==> config.mk <==
export PLATFORM = sky130hd
export DESIGN_NAME = cooperative_task_tick_scheduler
export DESIGN_NICKNAME = d
export VERILOG_FILES = /design/src/sv/ctts_pkg.sv /design/src/sv/cooperative_task_tick_scheduler.sv
export SDC_FILE = /design/constraint.sdc
export NUM_CORES = 1
export LEC_CHECK = 0
export BUFFER_PORTS_ARGS = -buffer_cell sky130_fd_sc_hd__buf_2
export CAP_MARGIN = 10
export CORE_UTILIZATION = 56
export CTS_CLUSTER_SIZE = 40
export DETAILED_ROUTE_END_ITERATION = 6
export GPL_TIMING_DRIVEN = 0
export PLACE_DENSITY = 0.75
export REMOVE_ABC_BUFFERS = 1
export SYNTH_ARGS = -nofsm -noshare
export SYNTH_HDL_FRONTEND = slang
export SYNTH_SLANG_ARGS = --single-unit
==> constraint.sdc <==
create_clock -name clk -period 5.13 [get_ports clk]
set_input_delay 0.513 -clock clk [delete_from_list [all_inputs] [get_ports clk]]
set_output_delay 0.513 -clock clk [all_outputs]
set_load 0.005 [all_outputs]
==> src/sv/ctts_pkg.sv <==
package ctts_pkg;

	localparam int SLOT_COUNT_DEF = 8;
	localparam int TIME_BITS_DEF  = 16;
	localparam int MAX_RESULTS    = 8;
	localparam int HANDLE_W       = 16;
	localparam int PEND_W         = 8;
	localparam logic [PEND_W-1:0] PEND_MAX = '1;

	typedef enum logic [1:0] {
		ACT_TICK = 2'd0,
		ACT_ADD  = 2'd1,
		ACT_DEL  = 2'd2,
		ACT_DISP = 2'd3
	} action_t;

	typedef enum logic [2:0] {
		ST_DONE  = 3'd0,
		ST_ADDED = 3'd1,
		ST_FULL  = 3'd2,
		ST_RUN   = 3'd3,
		ST_IDLE  = 3'd4
	} status_t;

endpackage

==> src/sv/cooperative_task_tick_scheduler.sv <==
// Add and delete: one result in the cycle after the beat is taken, busy stays low.
// Tick and dispatch: one pass of the slot table through one read port and one write port;
// busy is high for the whole pass and drops as the final result is presented.
// Dispatch results stream out during the pass, at most one per cycle; the receiver cannot stall.
// Reset clears the slot valid bits, the fill count and the sequencer; slot contents
// are not reset, an invalid slot reads as empty.
module cooperative_task_tick_scheduler #(
	parameter int SLOT_COUNT = ctts_pkg::SLOT_COUNT_DEF,
	parameter int TIME_BITS  = ctts_pkg::TIME_BITS_DEF
) (
	input  logic        clk,
	input  logic        arst_n,
	input  logic        start,
	output logic        busy,
	input  logic [1:0]  action,
	input  logic [15:0] task_handle,
	input  logic [15:0] delay_ticks,
	input  logic [15:0] period_ticks,
	input  logic [2:0]  slot_number,
	output logic        valid,
	output logic [2:0]  status,
	output logic [2:0]  slot,
	output logic [15:0] run_handle,
	output logic        last
);

	localparam int IW = (SLOT_COUNT > 1) ? $clog2(SLOT_COUNT) : 1;
	localparam int UW = $clog2(SLOT_COUNT + 1);
	localparam int SW = (IW > 3) ? IW : 3;
	localparam int NW = $clog2(ctts_pkg::MAX_RESULTS + 1);
	localparam logic [IW-1:0] LAST_IDX = IW'(SLOT_COUNT - 1);

	typedef struct packed {
		logic [ctts_pkg::HANDLE_W-1:0] handle;
		logic [TIME_BITS-1:0]          delay;
		logic [TIME_BITS-1:0]          period;
		logic [ctts_pkg::PEND_W-1:0]   pend;
	} entry_t;

	typedef enum logic [1:0] {
		S_IDLE,
		S_SCAN,
		S_FLUSH
	} state_t;

	entry_t mem [SLOT_COUNT];
	entry_t rd_s1;
	logic   rdv_s1;
	logic   p_s1;
	logic [IW-1:0] pidx_s1;

	state_t state_q;
	logic [IW-1:0] idx_q;
	logic          rd_go_q;
	logic          disp_q;
	logic [SLOT_COUNT-1:0] vld_q;
	logic [UW-1:0] used_q;
	logic [NW-1:0] n_q;
	logic          hold_v_q;
	logic [IW-1:0] hold_idx_q;
	logic [15:0]   hold_handle_q;

	logic        valid_q;
	logic [2:0]  status_q;
	logic [2:0]  slot_q;
	logic [15:0] handle_q;
	logic        last_q;

	entry_t cur;
	entry_t nxt;
	logic   accept;
	logic   add_go;
	logic   del_go;
	logic   tick_we;
	logic   disp_hit;
	logic   one_shot;
	logic   we;
	logic [IW-1:0] waddr;
	entry_t wdata;
	logic [SW-1:0] add_slot;
	logic [SW-1:0] hold_slot;

	assign busy       = (state_q != S_IDLE);
	assign accept     = start && !busy;
	assign valid      = valid_q;
	assign status     = status_q;
	assign slot       = slot_q;
	assign run_handle = handle_q;
	assign last       = last_q;

	assign add_go = accept && (action == ctts_pkg::ACT_ADD) && (used_q < UW'(SLOT_COUNT));
	assign del_go = accept && (action == ctts_pkg::ACT_DEL)
		&& ({29'd0, slot_number} < 32'(SLOT_COUNT));
	assign add_slot  = SW'(used_q[IW-1:0]);
	assign hold_slot = SW'(hold_idx_q);

	// per-slot update for the shared pass
	always_comb begin
		cur = rdv_s1 ? rd_s1 : '0;
		nxt = cur;
		one_shot = (cur.period == '0);
		if (!disp_q) begin
			if (cur.delay == '0) begin
				if (cur.pend != ctts_pkg::PEND_MAX) begin
					nxt.pend = cur.pend + 1'b1;
				end
				if (!one_shot) begin
					nxt.delay = cur.period;
				end
			end else begin
				nxt.delay = cur.delay - 1'b1;
			end
		end else begin
			nxt.pend = cur.pend - 1'b1;
		end
		tick_we  = p_s1 && !disp_q && (cur.handle != '0);
		disp_hit = p_s1 && disp_q && (cur.pend != '0) && (n_q < NW'(ctts_pkg::MAX_RESULTS));
	end

	always_comb begin
		we    = 1'b0;
		waddr = pidx_s1;
		wdata = nxt;
		if (add_go) begin
			we    = 1'b1;
			waddr = used_q[IW-1:0];
			wdata = '{handle: task_handle, delay: TIME_BITS'(delay_ticks),
				period: TIME_BITS'(period_ticks), pend: '0};
		end else if (tick_we || (disp_hit && !one_shot)) begin
			we = 1'b1;
		end
	end

	always_ff @(posedge clk) begin
		if (we) begin
			mem[waddr] <= wdata;
		end
		rd_s1 <= mem[idx_q];
	end

	always_ff @(posedge clk or negedge arst_n) begin
		if (!arst_n) begin
			state_q       <= S_IDLE;
			idx_q         <= '0;
			rd_go_q       <= 1'b0;
			disp_q        <= 1'b0;
			vld_q         <= '0;
			used_q        <= '0;
			n_q           <= '0;
			hold_v_q      <= 1'b0;
			hold_idx_q    <= '0;
			hold_handle_q <= '0;
			p_s1          <= 1'b0;
			pidx_s1       <= '0;
			rdv_s1        <= 1'b0;
			valid_q       <= 1'b0;
			status_q      <= ctts_pkg::ST_DONE;
			slot_q        <= '0;
			handle_q      <= '0;
			last_q        <= 1'b0;
		end else begin
			valid_q  <= 1'b0;
			status_q <= ctts_pkg::ST_DONE;
			slot_q   <= '0;
			handle_q <= '0;
			last_q   <= 1'b0;
			case (state_q)
				S_IDLE: begin
					p_s1 <= 1'b0;
					if (accept) begin
						idx_q    <= '0;
						n_q      <= '0;
						hold_v_q <= 1'b0;
						case (ctts_pkg::action_t'(action))
							ctts_pkg::ACT_TICK, ctts_pkg::ACT_DISP: begin
								state_q <= S_SCAN;
								rd_go_q <= 1'b1;
								disp_q  <= (action == ctts_pkg::ACT_DISP);
							end
							ctts_pkg::ACT_ADD: begin
								valid_q <= 1'b1;
								last_q  <= 1'b1;
								if (add_go) begin
									vld_q[used_q[IW-1:0]] <= 1'b1;
									used_q   <= used_q + 1'b1;
									status_q <= ctts_pkg::ST_ADDED;
									slot_q   <= add_slot[2:0];
								end else begin
									status_q <= ctts_pkg::ST_FULL;
								end
							end
							ctts_pkg::ACT_DEL: begin
								valid_q <= 1'b1;
								last_q  <= 1'b1;
								if (del_go) begin
									vld_q[IW'(slot_number)] <= 1'b0;
								end
							end
							default: begin
								valid_q <= 1'b1;
								last_q  <= 1'b1;
							end
						endcase
					end
				end
				S_SCAN: begin
					// issue the read for the next slot
					if (rd_go_q) begin
						p_s1    <= 1'b1;
						pidx_s1 <= idx_q;
						rdv_s1  <= vld_q[idx_q];
						if (idx_q == LAST_IDX) begin
							rd_go_q <= 1'b0;
						end else begin
							idx_q <= idx_q + 1'b1;
						end
					end else begin
						p_s1 <= 1'b0;
					end
					// hold one run result back so the final one can carry last
					if (disp_hit) begin
						if (one_shot) begin
							vld_q[pidx_s1] <= 1'b0;
						end
						if (hold_v_q) begin
							valid_q  <= 1'b1;
							status_q <= ctts_pkg::ST_RUN;
							slot_q   <= hold_slot[2:0];
							handle_q <= hold_handle_q;
						end
						hold_v_q      <= 1'b1;
						hold_idx_q    <= pidx_s1;
						hold_handle_q <= cur.handle;
						n_q           <= n_q + 1'b1;
					end
					if (p_s1 && (pidx_s1 == LAST_IDX)) begin
						state_q <= S_FLUSH;
					end
				end
				S_FLUSH: begin
					p_s1    <= 1'b0;
					valid_q <= 1'b1;
					last_q  <= 1'b1;
					if (disp_q) begin
						if (hold_v_q) begin
							status_q <= ctts_pkg::ST_RUN;
							slot_q   <= hold_slot[2:0];
							handle_q <= hold_handle_q;
						end else begin
							status_q <= ctts_pkg::ST_IDLE;
						end
					end
					hold_v_q <= 1'b0;
					state_q  <= S_IDLE;
				end
				default: begin
					state_q <= S_IDLE;
				end
			endcase
		end
	end

	a_last_closes: assert property (@(posedge clk) disable iff (!arst_n)
		(valid && last && !accept) |=> !valid)
		else $error("result after last without a new beat");

	a_result_cap: assert property (@(posedge clk) disable iff (!arst_n)
		n_q <= NW'(ctts_pkg::MAX_RESULTS))
		else $error("dispatch result count over limit");

	a_idle_quiet: assert property (@(posedge clk) disable iff (!arst_n)
		!busy |-> (!rd_go_q && !p_s1))
		else $error("slot pass active while not busy");

	a_fill_bound: assert property (@(posedge clk) disable iff (!arst_n)
		used_q <= UW'(SLOT_COUNT))
		else $error("slot fill count over table size");

endmodule
## After elaboration in Yosys (flattened, before gate mapping)

Memory sizes are Yosys's and may differ from the RTL's. A register that Yosys moved wholly into a read port is not among the register bits.
Cells that the tools add are included.

| storage, ports and cells | value |
|---|---|
| register bits after elaboration | 72 |
| memory bits (read-only) | 0 |
| input bits | 56 |
| bits in latches | 0 |
| memories | 1 |
| memory bits (writable) | 448 |
| output and inout bits | 25 |
| logic and storage cells | 172 |

| operators by class | value |
|---|---|
| bitwise logic cells | 5 |
| multiplexer cells | 74 |
| shift-type cells | 0 |
| equal/unequal tests | 18 |
| reduce and logical (&&, ||, !) cells | 41 |
| $mul | 0 |
| divide/modulo/power cells | 0 |
| add/subtract/negate cells | 6 |
| order comparisons | 9 |

Memory list:

| memory | words | bits a word | read ports | clocked after Yosys merged registers in | wr ports | line | RTL |
|---|---|---|---|---|---|---|---|
| mem | 8 | 56 | 1 | 1 | 1 | cooperative_task_tick_scheduler.sv:46 | `entry_t mem [SLOT_COUNT];` |

Operator list:

| cell | number |
|---|---|
| $mux 56 | 2 |
| $mux 16 | 6 |
| $mux 8 | 8 |
| $mux 3 | 12 |
| $logic_not 16->1 | 2 |
| $pmux 16 s2 | 1 |
| $pmux 8 s2 | 2 |
| $mux 1 | 19 |
| $pmux 3 s3 | 2 |
| $and 8x8->8 | 2 |
| $lt 3x4->1 const B | 4 |
| $mux 2 | 8 |
| $not 8->8 | 2 |
| $reduce_bool 16->1 | 1 |
| $sub 16x1->16 const B | 1 |
| $reduce_and 3->1 | 5 |
| $logic_and 1x1->1 | 14 |
| $ne 2x2->1 const B | 6 |
| $demux 1 s3 | 3 |
| $ge 3x1->1 const B | 3 |
| $ne 3x3->1 const B | 3 |
| $add 4x1->4 const B | 2 |
| $add 8x1->8 const B | 1 |
| $lt 4x4->1 const B | 2 |
| 25 further kinds | 42 |

## Longest topological paths before layout

Gate-level depths: netlist (run 1).

| logic depth | value |
|---|---|
| depth after elaboration | 10 |
| mapped depth | 10 |

## Worst setup path before layout (run 1)

No wires, ideal clock.

| timing | value |
|---|---|
| path type | register to register |
| from | register rdv_s1 |
| to | memory mem[5][0] in the netlist's numbering, enable pin |
| library setup time | 0.470 ns |
| data arrival time | 4.568 ns |
| data required time | 4.660 ns |
| path slack | 0.092 ns |
| cell stages (with the launch flop) | 10 |
| path buffers | 2 |
| cell sequence | dfrtp_1 clkbuf_1 clkbuf_1 nand2_1 ha_1 or3b_2 o211a_1 a221oi_1 or2_2 nor2_1 |

| between the ends | value |
|---|---|
| longest elaborated chain between the ends | 10 |

RTL lines:

| element | line | RTL |
|---|---|---|
| start: declaration | cooperative_task_tick_scheduler.sv:48 | `logic rdv_s1;` |
| start signal: assignment | cooperative_task_tick_scheduler.sv:211 | `rdv_s1 <= vld_q[idx_q];` |
| $mux 56 (*) | cooperative_task_tick_scheduler.sv:99 | `cur = rdv_s1 ? rd_s1 : '0;` |
| $reduce_bool 8->1 | cooperative_task_tick_scheduler.sv:117 | `disp_hit = p_s1 && disp_q && (cur.pend != '0) && (n_q < NW'(ctts_pkg::MAX_RESULTS));` |
| $logic_and 1x1->1 (2 in a row) | cooperative_task_tick_scheduler.sv:117 |  |
| $logic_and 1x1->1 | cooperative_task_tick_scheduler.sv:129 | `end else if (tick_we \|\| (disp_hit && !one_shot)) begin` |
| $logic_or 1x1->1 (*) | cooperative_task_tick_scheduler.sv:129 |  |
| $mux 1 (*) | cooperative_task_tick_scheduler.sv:129 |  |
| $mux 1 (*) | cooperative_task_tick_scheduler.sv:124 | `if (add_go) begin` |
| $mux 1 (*) | cooperative_task_tick_scheduler.sv:135 | `if (we) begin` |
| $mux 1 (not written as such) (*) | cooperative_task_tick_scheduler.sv:136 | `mem[waddr] <= wdata;` |
| end: declaration | cooperative_task_tick_scheduler.sv:46 |  |

Every way passes the cells marked *; elsewhere a longest branch is shown, timed or not.

## Final worst setup path (run 1)

| timing | value |
|---|---|
| from | register rdv_s1 |
| to | memory mem[7][8] in the netlist's numbering, enable pin |

The elaborated chain is that of the path after synthesis.

==> results of run 1 <==
through the flow:
stage          total power [mW]  instance area, um2
3_3_place_gp               10.9               24000
5_1_grt                    15.7               26600
6_report                   15.0               26600
2_1_floorplan              9.68               22900
3_5_place_dp               10.8               24700
4_1_cts                    15.1               26600
final timing paths:
path	from	to	cells after the start	slack [ns]
worst min-delay path	arst_n	hold_idx_q[0]	1	0.04
worst max register to register	rdv_s1	mem[7][8]	8	0.91
worst max-delay path	rdv_s1	mem[7][8]	8	0.91
worst min register to register	hold_handle_q[14]	hold_handle_q[14]	2	0.48
min in group clk	start	used_q[3]	3	0.28
max in group asynchronous	arst_n	idx_q[1]	1	4.42
per-layer routing:
metal  wire, um  up-vias  track usage [%]  share of wire [%]
li1           -     6025                -                  -
met1      20800     7006             34.9                 40
met2      25900      645             41.7                 50
met3       3980       97             4.01                7.6
met4       1380        0             9.64                2.6
met5          0        -                0                  0
flip-flops by register name, indices dropped and copies added, names as in the netlist, 3 cells and up:
signal,cells
rd_s1,56
pidx_s1,3
n_q,4
hold_handle_q,16
idx_q,3
hold_idx_q,3
slot,3
mem,448
vld_q,8
used_q,4
status,3
run_handle,16
cell families after synthesis:
kind of cell    count (synthesis)
compound gates                193
xor+xnor                        9
fa+ha+maj                      17
buf+inv                       111
flops                         576
mux                           126
simple gates                  502
worst max-delay path, delay by kind of cell, from the launching register on:
family | cells | cell delay [ns]
compound gates | 2 | 1.11
flops | 1 | 0.60
buf+inv | 4 | 1.02
simple gates | 2 | 1.10
power by group:
| group | total (mW) | internal (mW) | switching [mW] |
|---|---|---|---|
| clock network | 4.22 | 2.50 | 1.72 |
| logic | 3.82 | 1.54 | 2.27 |
| registers | 7.01 | 6.29 | 0.717 |
layout by cell type (no fill, tap or decap), types with 6 or more instances in the layout:
cell type	synthesis	layout
a32oi_1	6	6
buf_12	0	15
mux2_2	8	8
nand2_1	309	309
edfxtp_1	448	448
clkbuf_1	63	15
o21ai_0	78	78
a31oi_1	12	12
xnor2_1	7	7
nor2_1	48	40
dfxtp_1	56	56
nand4_1	13	13
ha_1	17	17
inv_1	21	21
nor2b_1	6	6
bufinv_16	0	7
and3_1	20	20
a22oi_1	7	7
nand3_1	41	41
nor4_1	14	14
nand2b_1	8	8
buf_16	0	8
dfrtp_1	72	68
clkbuf_16	0	58
nor3_1	12	12
nor2_4	0	8
mux4_2	114	114
buf_2	14	79
a21oi_1	26	26
clkinv_2	0	13
cell type report:
cell class	instances	area [um2]	share of cell area, %
clock buffers	78	1580	5.93
multi-input cells	847	6570	24.7
flip-flops and latches	576	16400	61.7
repair buffers	106	961	3.62
diodes	1	2.50	0.00942
well taps	532	666	2.50
inverters	22	83.8	0.315
clock inverters	27	329	1.24
==> qor.txt, run 1 <==
Via count - 13800
Netlist cell types - 71
Worst slew pin tran - 1.21 ns
Core area - 0.0409 mm2
WP data required - 5.43 ns
FILL cells - 2743
Die area - 0.0424 mm2
First-pass GRT wire length - 80300 um
I/O Buffers - 80
Top-level I/O count - 81
Fin nets - 1682
WL per Instance - 23.8 um
EDFF count, synth - 448
TritonCTS clock tree - built
RSZ-0062 raised after global routing - false
Vias in the first global route - 13900
Post-synthesis simple-gate area fraction - 9.62%
Critical path arrival - 4.52 ns
Reg clk slew, reported paths - 0.07 ns
Post-synth top area cell - edfxtp_1
Yosys reg bits - 576
CP Class - reg2reg
Final Hold Fails - 0
Slowest stage delay, CP - 0.86 ns
Root Buffer - clkbuf_16
Gr usage total - 25.5%
Initial antenna violation count - 0
Final worst path period need - 4.22 ns
Die Height - 206 um
Layout cells sized above 1 - 20.7%
Worst-Skew Late Latency - 0.62 ns
Crit-path slowest cell - a41oi_1
LEAKAGE - 9.48 nW
Post-Route Setup TNS - 0 ns
Synth warnings - 0
Peak VDD IR - 0.321 mV
Final cycle utilization of the critical path - 82.2%
Gate count after technology mapping - 1534
Via density - 6.29
Post-CTS Setup Bufs - 0
# DRC - 0
Synth area leaders - edfxtp_1 (58%), mux4_2 (11%), dfrtp_1 (7.7%), nand2_1 (5.0%), dfxtp_1 (4.8%)
Routability cong. - 0.870
Mapped Area - 0.0233 mm2
Post-CTS Resized - 0
Sink Count - 576
Max_cap viols - 0
WHS - 0.0383 ns
Synth Area in Adders - 0.913%
Crit-path cells - buf_16 > inv_1 > a41oi_1 > a221oi_1 > or2_2 > nor2_4 > buf_16 > buf_12
Final ANT Viol Nets - 0
Setup violators final - 0
Clock Skews - 0.0332 ns
Drt initial violations - 1571
Synth top cells by count - edfxtp_1 (448), nand2_1 (309), mux4_2 (114)
Final slew viol count - 0
Fraction of registers with async set/reset - 12.5%
Largest net degree at the start of global routing - 73
Status - finished clean
Crit path max fanout - 72
Num CTS Buffers - 56
Die X - 206 um
Drt pass-1 iters - 5
Non-Filler Instances - 2189
CTS Buffer Depth - 3
Mux contribution to synthesized area - 11.6%
XOR/XNOR share of the synthesized area - 0.338%
Crit path capture type - flip-flop
FMAX - 0.237 GHz
Initial Util - 56.9%
PwrDens - 566 mW/mm2
CP Launch Type - flip-flop
Relative slew slack - 19.2%
Post-layout util - 64.9%
Area Growth Syn to Fin - 14.1%
Hpwl dp - 30800 um
Grt ovf - 0
Most frequent cell after synthesis - edfxtp_1
Post-Route WL - 52100 um
Most common cell on crit path - buf_16
Hold buffer count at cts - 0
Dominant synthesized flop cell - edfxtp_1
Worst Hold Class - in2async
Post-route setup slack - 0.911 ns
Synth Area per Inst - 15.2 um2
Seq/Total Area, Yosys - 70.3%
Post-Place Cells - 2083
H-tree Lvls - 2
Worst slack, placed - 1.03 ns
Yosys top cell area share - 57.7%
Largest family of logic cells by synthesized area - multiplexers
Compound-gate portion of the synthesized area - 5.39%
FP Rows - 74
Note: power is estimated with default switching activity, not from simulation.
==> run 2, diff against run 1 <==
Settings changed: ABC_AREA from default to 1.
Clock period 5.13 ns to 3.4 ns, I/O delays scaled along.
==> qor.txt, run 2 <==
Vias in the first global route - 16400
Synth Area per Inst - 10.8 um2
Num CTS Buffers - 55
Power Internal - 11.0 mW
WHS - 0.0543 ns
WL per Instance - 20.1 um
Commonest non-fill, non-tap cells in the layout - nor2_1 (450), edfxtp_1 (448), nand2_1 (307), o21ai_0 (297), buf_2 (79)
WP data required - 3.70 ns
CTS Buffer Depth - 3
I/O Buffers - 80
Design area - 0.0275 mm2
Gate count after technology mapping - 2219
TritonCTS clock tree - built
Layout cells sized above 1 - 12.9%
Post-synth top area cell - edfxtp_1
Final Hold Fails - 0
Routability cong. - 0.877
Final slew viol count - 0
Reg-to-Reg End - mem[4][20]
Worst Hold Class - in2reg
Final ANT Viol Nets - 0
Final cycle utilization of the critical path - 98.6%
LEAKAGE - 9.51 nW
Yosys reg bits - 576
R2r setup slk - 0.05 ns
Drt initial violations - 1765
Die area - 0.0437 mm2
Critical Path End - mem[4][20]
Worst slew pin tran - 0.970 ns
Worst R2R Start - state_q[0]
Initial antenna violation count - 1
Clk network pwr share - 44.6%
Gr usage total - 26.4%
Logic pwr share - 0.5%
Relative slew slack - 34.7%
Largest net degree at the start of global routing - 141
Fraction of registers with async set/reset - 12.5%
Switching share of total power - 19.3%
Reg with most FFs - mem
Hpwl dp - 30000 um
CP Class - reg2reg
Status - finished clean
Max FFs per register - 448
Synth warnings - 0
Worst-Skew Late Latency - 0.61 ns
Critical path arrival - 3.65 ns
Seq/Total Area, Yosys - 68.2%
Clock Skews - 0.0190 ns
Area after DPL - 0.0251 mm2
Setup violators final - 0
Top-level I/O count - 81
FMAX - 0.298 GHz
Drt pass-1 iters - 5
H-tree Lvls - 2
Via density - 5.92
Max_cap viols - 0
Synth area leaders - edfxtp_1 (56%), dfrtp_1 (7.5%), nor2_1 (7.0%), o21ai_0 (6.2%), nand2_1 (4.8%)
Synth top cells by count - nor2_1 (451), edfxtp_1 (448), nand2_1 (308)
Largest regs - mem x448, rd_s1 x56
Yosys top cell area share - 56.0%
Die Height - 209 um
Grt ovf - 0
Sequential Power Share - 54.9%
Commonest non-fill, non-tap cell in the layout - nor2_1
FF-to-FF path depth - 13
Most frequent cell after synthesis - nor2_1
EDFF count, synth - 448
CP Launch Type - flip-flop
Post-Route WL - 57400 um
FILL cells - 2974
NetSw - 2.64 mW
First-pass GRT wire length - 88800 um
Final worst path period need - 3.35 ns
Crit. Startpoint - state_q[0]
# DRC - 0
Initial Util - 57.0%
Die X - 209 um
PwrDens - 497 mW/mm2
Root Buffer - clkbuf_16
Core area - 0.0421 mm2
Reg clk slew, reported paths - 0.06 ns
Fin nets - 2347
FP Rows - 75
Crit path capture type - flip-flop
Peak VDD IR - 0.436 mV
Dominant synthesized flop cell - edfxtp_1
Area Growth Syn to Fin - 14.3%
Antenna cells - 0
Via count - 16900
Mapped Area - 0.0240 mm2
Crit path max fanout - 20
Netlist cell types - 45
Sink Count - 576
## run 2: cell types whose count changed in the layout (fill, tap and decap cells not counted), sizes merged, moves of 11 or more
cell   previous run  this run
nor2             48       462
o21ai            79       329
mux4            114         0
inv              23        79
o22ai             5        56
a31oi            12        59
nand2           310       343
nand3            41        74
nor4             16         1
buf             106       117
## run 2: kinds of logic after synthesis
| group | Yosys count | synth area share (%) |
|---|---|---|
| XOR/XNOR | 3 | 0.109 |
| AND/OR/NAND/NOR | 920 | 16.0 |
| adder cells (fa/ha/maj) | 17 | 0.885 |
| flip-flops | 576 | 68.2 |
| AO/OA/AOI/OAI | 489 | 11.0 |
| buffers and inverters | 214 | 3.78 |
## run 2: per-stage QoR
step | total power [mW] | setup slack (ns) | util, % | cells | setup TNS [ns]
final | 13.6 | 0.0474 | 65.2 | 2858 | 0
after global routing | 14.0 | -0.0110 | 65.2 | 2858 | -0.0379
after CTS | 13.7 | 0.0258 | 65.1 | 2854 | 0
after detailed placement | 7.70 | -0.872 | 59.6 | 2734 | -295.97
after global placement | 7.70 | -12.57 | 58.2 | 2715 | -4400.27
after floorplan | 7.65 | -5.24 | - | 2096 | -1144.77
## run 2: metal layers
metal  track usage (%)  wire, um  up-vias
li1                  -         -     7860
met1              35.1     23300     8151
met5                 0        13        -
met4              10.1      1490        2
met3              4.70      4710      118
met2              43.6     27900      797
## run 2: worst min-delay path by stage
stage,start,endpoint,slack (ns),depth (start not counted)
after floorplan,arst_n,disp_q,0.04,0
after global placement,hold_idx_q[0],hold_idx_q[0],0.46,2
after detailed placement,hold_handle_q[13],hold_handle_q[13],0.47,2
after CTS,start,last,0.03,3
after global routing,start,last,0.04,3
final,start,last,0.05,3
## run 2: repair_timing
action	4_1_cts	5_1_grt
gates cloned	7	1
endpoints found under the setup margin	448	404
hold buffers	1	0
hold endpoints to repair	72	0
resized for setup	37	4
pin swaps	2	1
setup buffers	11	3
## run 2: worst max-delay path: stages (launching register included)
cell and delay (ns):
dfrtp_1 0.43, inv_2 0.14, ha_4 0.19, nand2_1 0.13, nor3_4 0.22, clkbuf_16 0.20, buf_16 0.16, buf_16 0.17
clkinvlp_4 0.23, buf_4 0.22, nand3_2 0.15, nand3_1 0.17, bufinv_16 0.25, bufbuf_16 0.33
## run 2: final cells by class
class                           count  area, um2  share of cell area, %
Sequential cell                   576      16400                   59.7
Multi-Input combinational cell   1429       6780                   24.7
Clock buffer                       74       1580                   5.73
Timing Repair Buffer              121       1270                   4.63
Tap cell                          539        674                   2.45
Inverter                           91        548                   1.99
Clock inverter                     28        240                  0.874
## run 2: power by group through the flow
stage / logic [mW] / clock network (mW) / registers (mW)
final: 0.0639 / 6.09 / 7.49
after global routing: 0.0725 / 6.42 / 7.49
after CTS: 0.0652 / 6.16 / 7.49
after detailed placement: 0.0635 / 0 / 7.64
after global placement: 0.0623 / 0 / 7.64
after floorplan: 0.00769 / 0 / 7.64
==> run 3, diff against run 2 <==
Clock period 3.4 ns to 2.85 ns, I/O delays scaled along.
==> qor.txt, run 3 (same netlist as run 2, synthesis figures left out) <==
Hpwl dp - 30000 um
CTS Buffer Depth - 3
Post-Route WL - 64000 um
Core area - 0.0421 mm2
Final ANT Viol Nets - 0
Reg with most FFs - mem
Design area - 0.0284 mm2
Num CTS Buffers - 55
Power Internal - 13.1 mW
FP Rows - 75
Pwr Total - 16.3 mW
Drt initial violations - 2282
CP Class - reg2reg
Die Height - 209 um
First-pass GRT wire length - 91500 um
Sequential Power Share - 54.7%
TritonCTS clock tree - built
Crit path max fanout - 20
Fin nets - 2389
Antenna cells - 0
Setup violators final - 32
Commonest non-fill, non-tap cell in the layout - edfxtp_1
Reg clk slew, reported paths - 0.06 ns
Crit-path slowest cell - dfrtp_1
Max_cap viols - 0
Die area - 0.0437 mm2
Worst Hold Class - in2reg
Clock Skews - 0.0211 ns
Routability cong. - 0.877
Vias in the first global route - 16600
Max FFs per register - 448
Worst-Skew Late Latency - 0.62 ns
Via count - 17700
H-tree Lvls - 2
Status - finished, violations left
FILL cells - 2854
Final Hold Fails - 0
Via density - 6.11
WL per Instance - 22.1 um
Sink Count - 576
Failing checks - design-rule violations, negative setup slack
Gr usage total - 27.5%
Final cycle utilization of the critical path - 101%
Switching share of total power - 19.7%
Most common cell on crit path - buf_16
PwrDens - 576 mW/mm2
Commonest non-fill, non-tap cells in the layout - edfxtp_1 (448), nor2_1 (445), nand2_1 (304), o21ai_0 (295), buf_2 (79)
Clk network pwr share - 44.9%
Peak VDD IR - 0.524 mV
Largest regs - mem x448, rd_s1 x56
Critical path arrival - 3.17 ns
Post-Route Setup TNS - -0.354 ns
Post-route setup slack - -0.0193 ns
Final worst path period need - 2.87 ns
Crit-path cells - inv_2 > ha_4 > nand2_4 > nor3_4 > clkbuf_16 > buf_16 > clkinvlp_4 > a21oi_4 > nand3_2 > bufinv_16 > buf_16
Slowest stage delay, CP - 0.40 ns
# DRC - 1
Grt ovf - 0
Worst slew pin tran - 1.25 ns
RSZ-0062 raised after global routing - true
Die X - 209 um
Logic pwr share - 0.5%
CP Launch Type - flip-flop
Area after DPL - 0.0251 mm2
LEAKAGE - 9.88 nW
Initial Util - 57.0%
Layout cells sized above 1 - 15.2%
WP data required - 3.15 ns
R2r setup slk - -0.02 ns
Largest net degree at the start of global routing - 141
NetSw - 3.22 mW
Area Growth Syn to Fin - 18.2%
Initial antenna violation count - 2
Top-level I/O count - 81
Relative slew slack - 15.6%
Root Buffer - clkbuf_16
Crit path capture type - flip-flop
Drt pass-1 iters - 7
I/O Buffers - 80
Final slew viol count - 0
FMAX - 0.349 GHz
run 3: layout make-up:
class / instances / area (um2) / share of cell area (%)
timing repair inverter: 2 / 17.5 / 0.0617
tap: 539 / 674 / 2.38
sequential: 576 / 16400 / 57.7
clock inverter: 28 / 240 / 0.846
clock buffer: 74 / 1580 / 5.55
multi-input combinational: 1430 / 6900 / 24.3
inverter: 91 / 559 / 1.97
timing repair buffer: 160 / 2040 / 7.17
run 3: layer usage:
layer	up-vias	wire length (um)	track usage, %
li1	7961	-	-
met1	8554	24800	37.4
met2	1025	30000	44.3
met3	182	6770	4.31
met4	2	2460	11.6
met5	-	13	0
run 3: critical path: cells and delay by family (launching register included):
family,cells,cell delay (ns)
compound gates,1,0.37
fa+ha+maj,1,0.15
buf+inv,6,1.12
flops,1,0.40
simple gates,3,0.45
run 3: final timing paths:
path,to,start,cells past startpoint
worst min register to register,hold_handle_q[12],hold_handle_q[12],2
worst max register to register,mem[4][12],state_q[0],11
max in group asynchronous,rdv_s1,arst_n,2
min in group asynchronous,run_handle[2],arst_n,2
worst max-delay path,mem[4][12],state_q[0],11
worst min-delay path,vld_q[6],slot_number[1],4
run 3: stage by stage:
stage	utilization, %	cells	worst slack, ns	hold WS (ns)
floorplan	-	2096	-5.79	-0.0106
global placement	58.2	2715	-13.12	0.459
detailed placement	59.6	2734	-1.42	0.461
CTS	65.9	2875	0.00737	0.0735
global route	67.4	2900	-0.0370	0.119
finish	67.4	2900	-0.0193	0.100
run 3: power by group through the flow:
stage | Clock, mW | Sequential [mW] | Combinational (mW)
final | 7.33 | 8.94 | 0.0780
after global routing | 7.70 | 8.93 | 0.0885
after CTS | 7.35 | 8.94 | 0.0790
after detailed placement | 0 | 9.12 | 0.0758
after global placement | 0 | 9.12 | 0.0743
after floorplan | 0 | 9.12 | 0.00917
run 3: timing repair:
action                     CTS  global route
setup endpoints to repair  671           510
resized for setup           57            36
pin swaps                    5             3
buffers inserted            25             6
hold endpoints to repair    74             0
gates cloned                13            20
hold buffers                 2             0
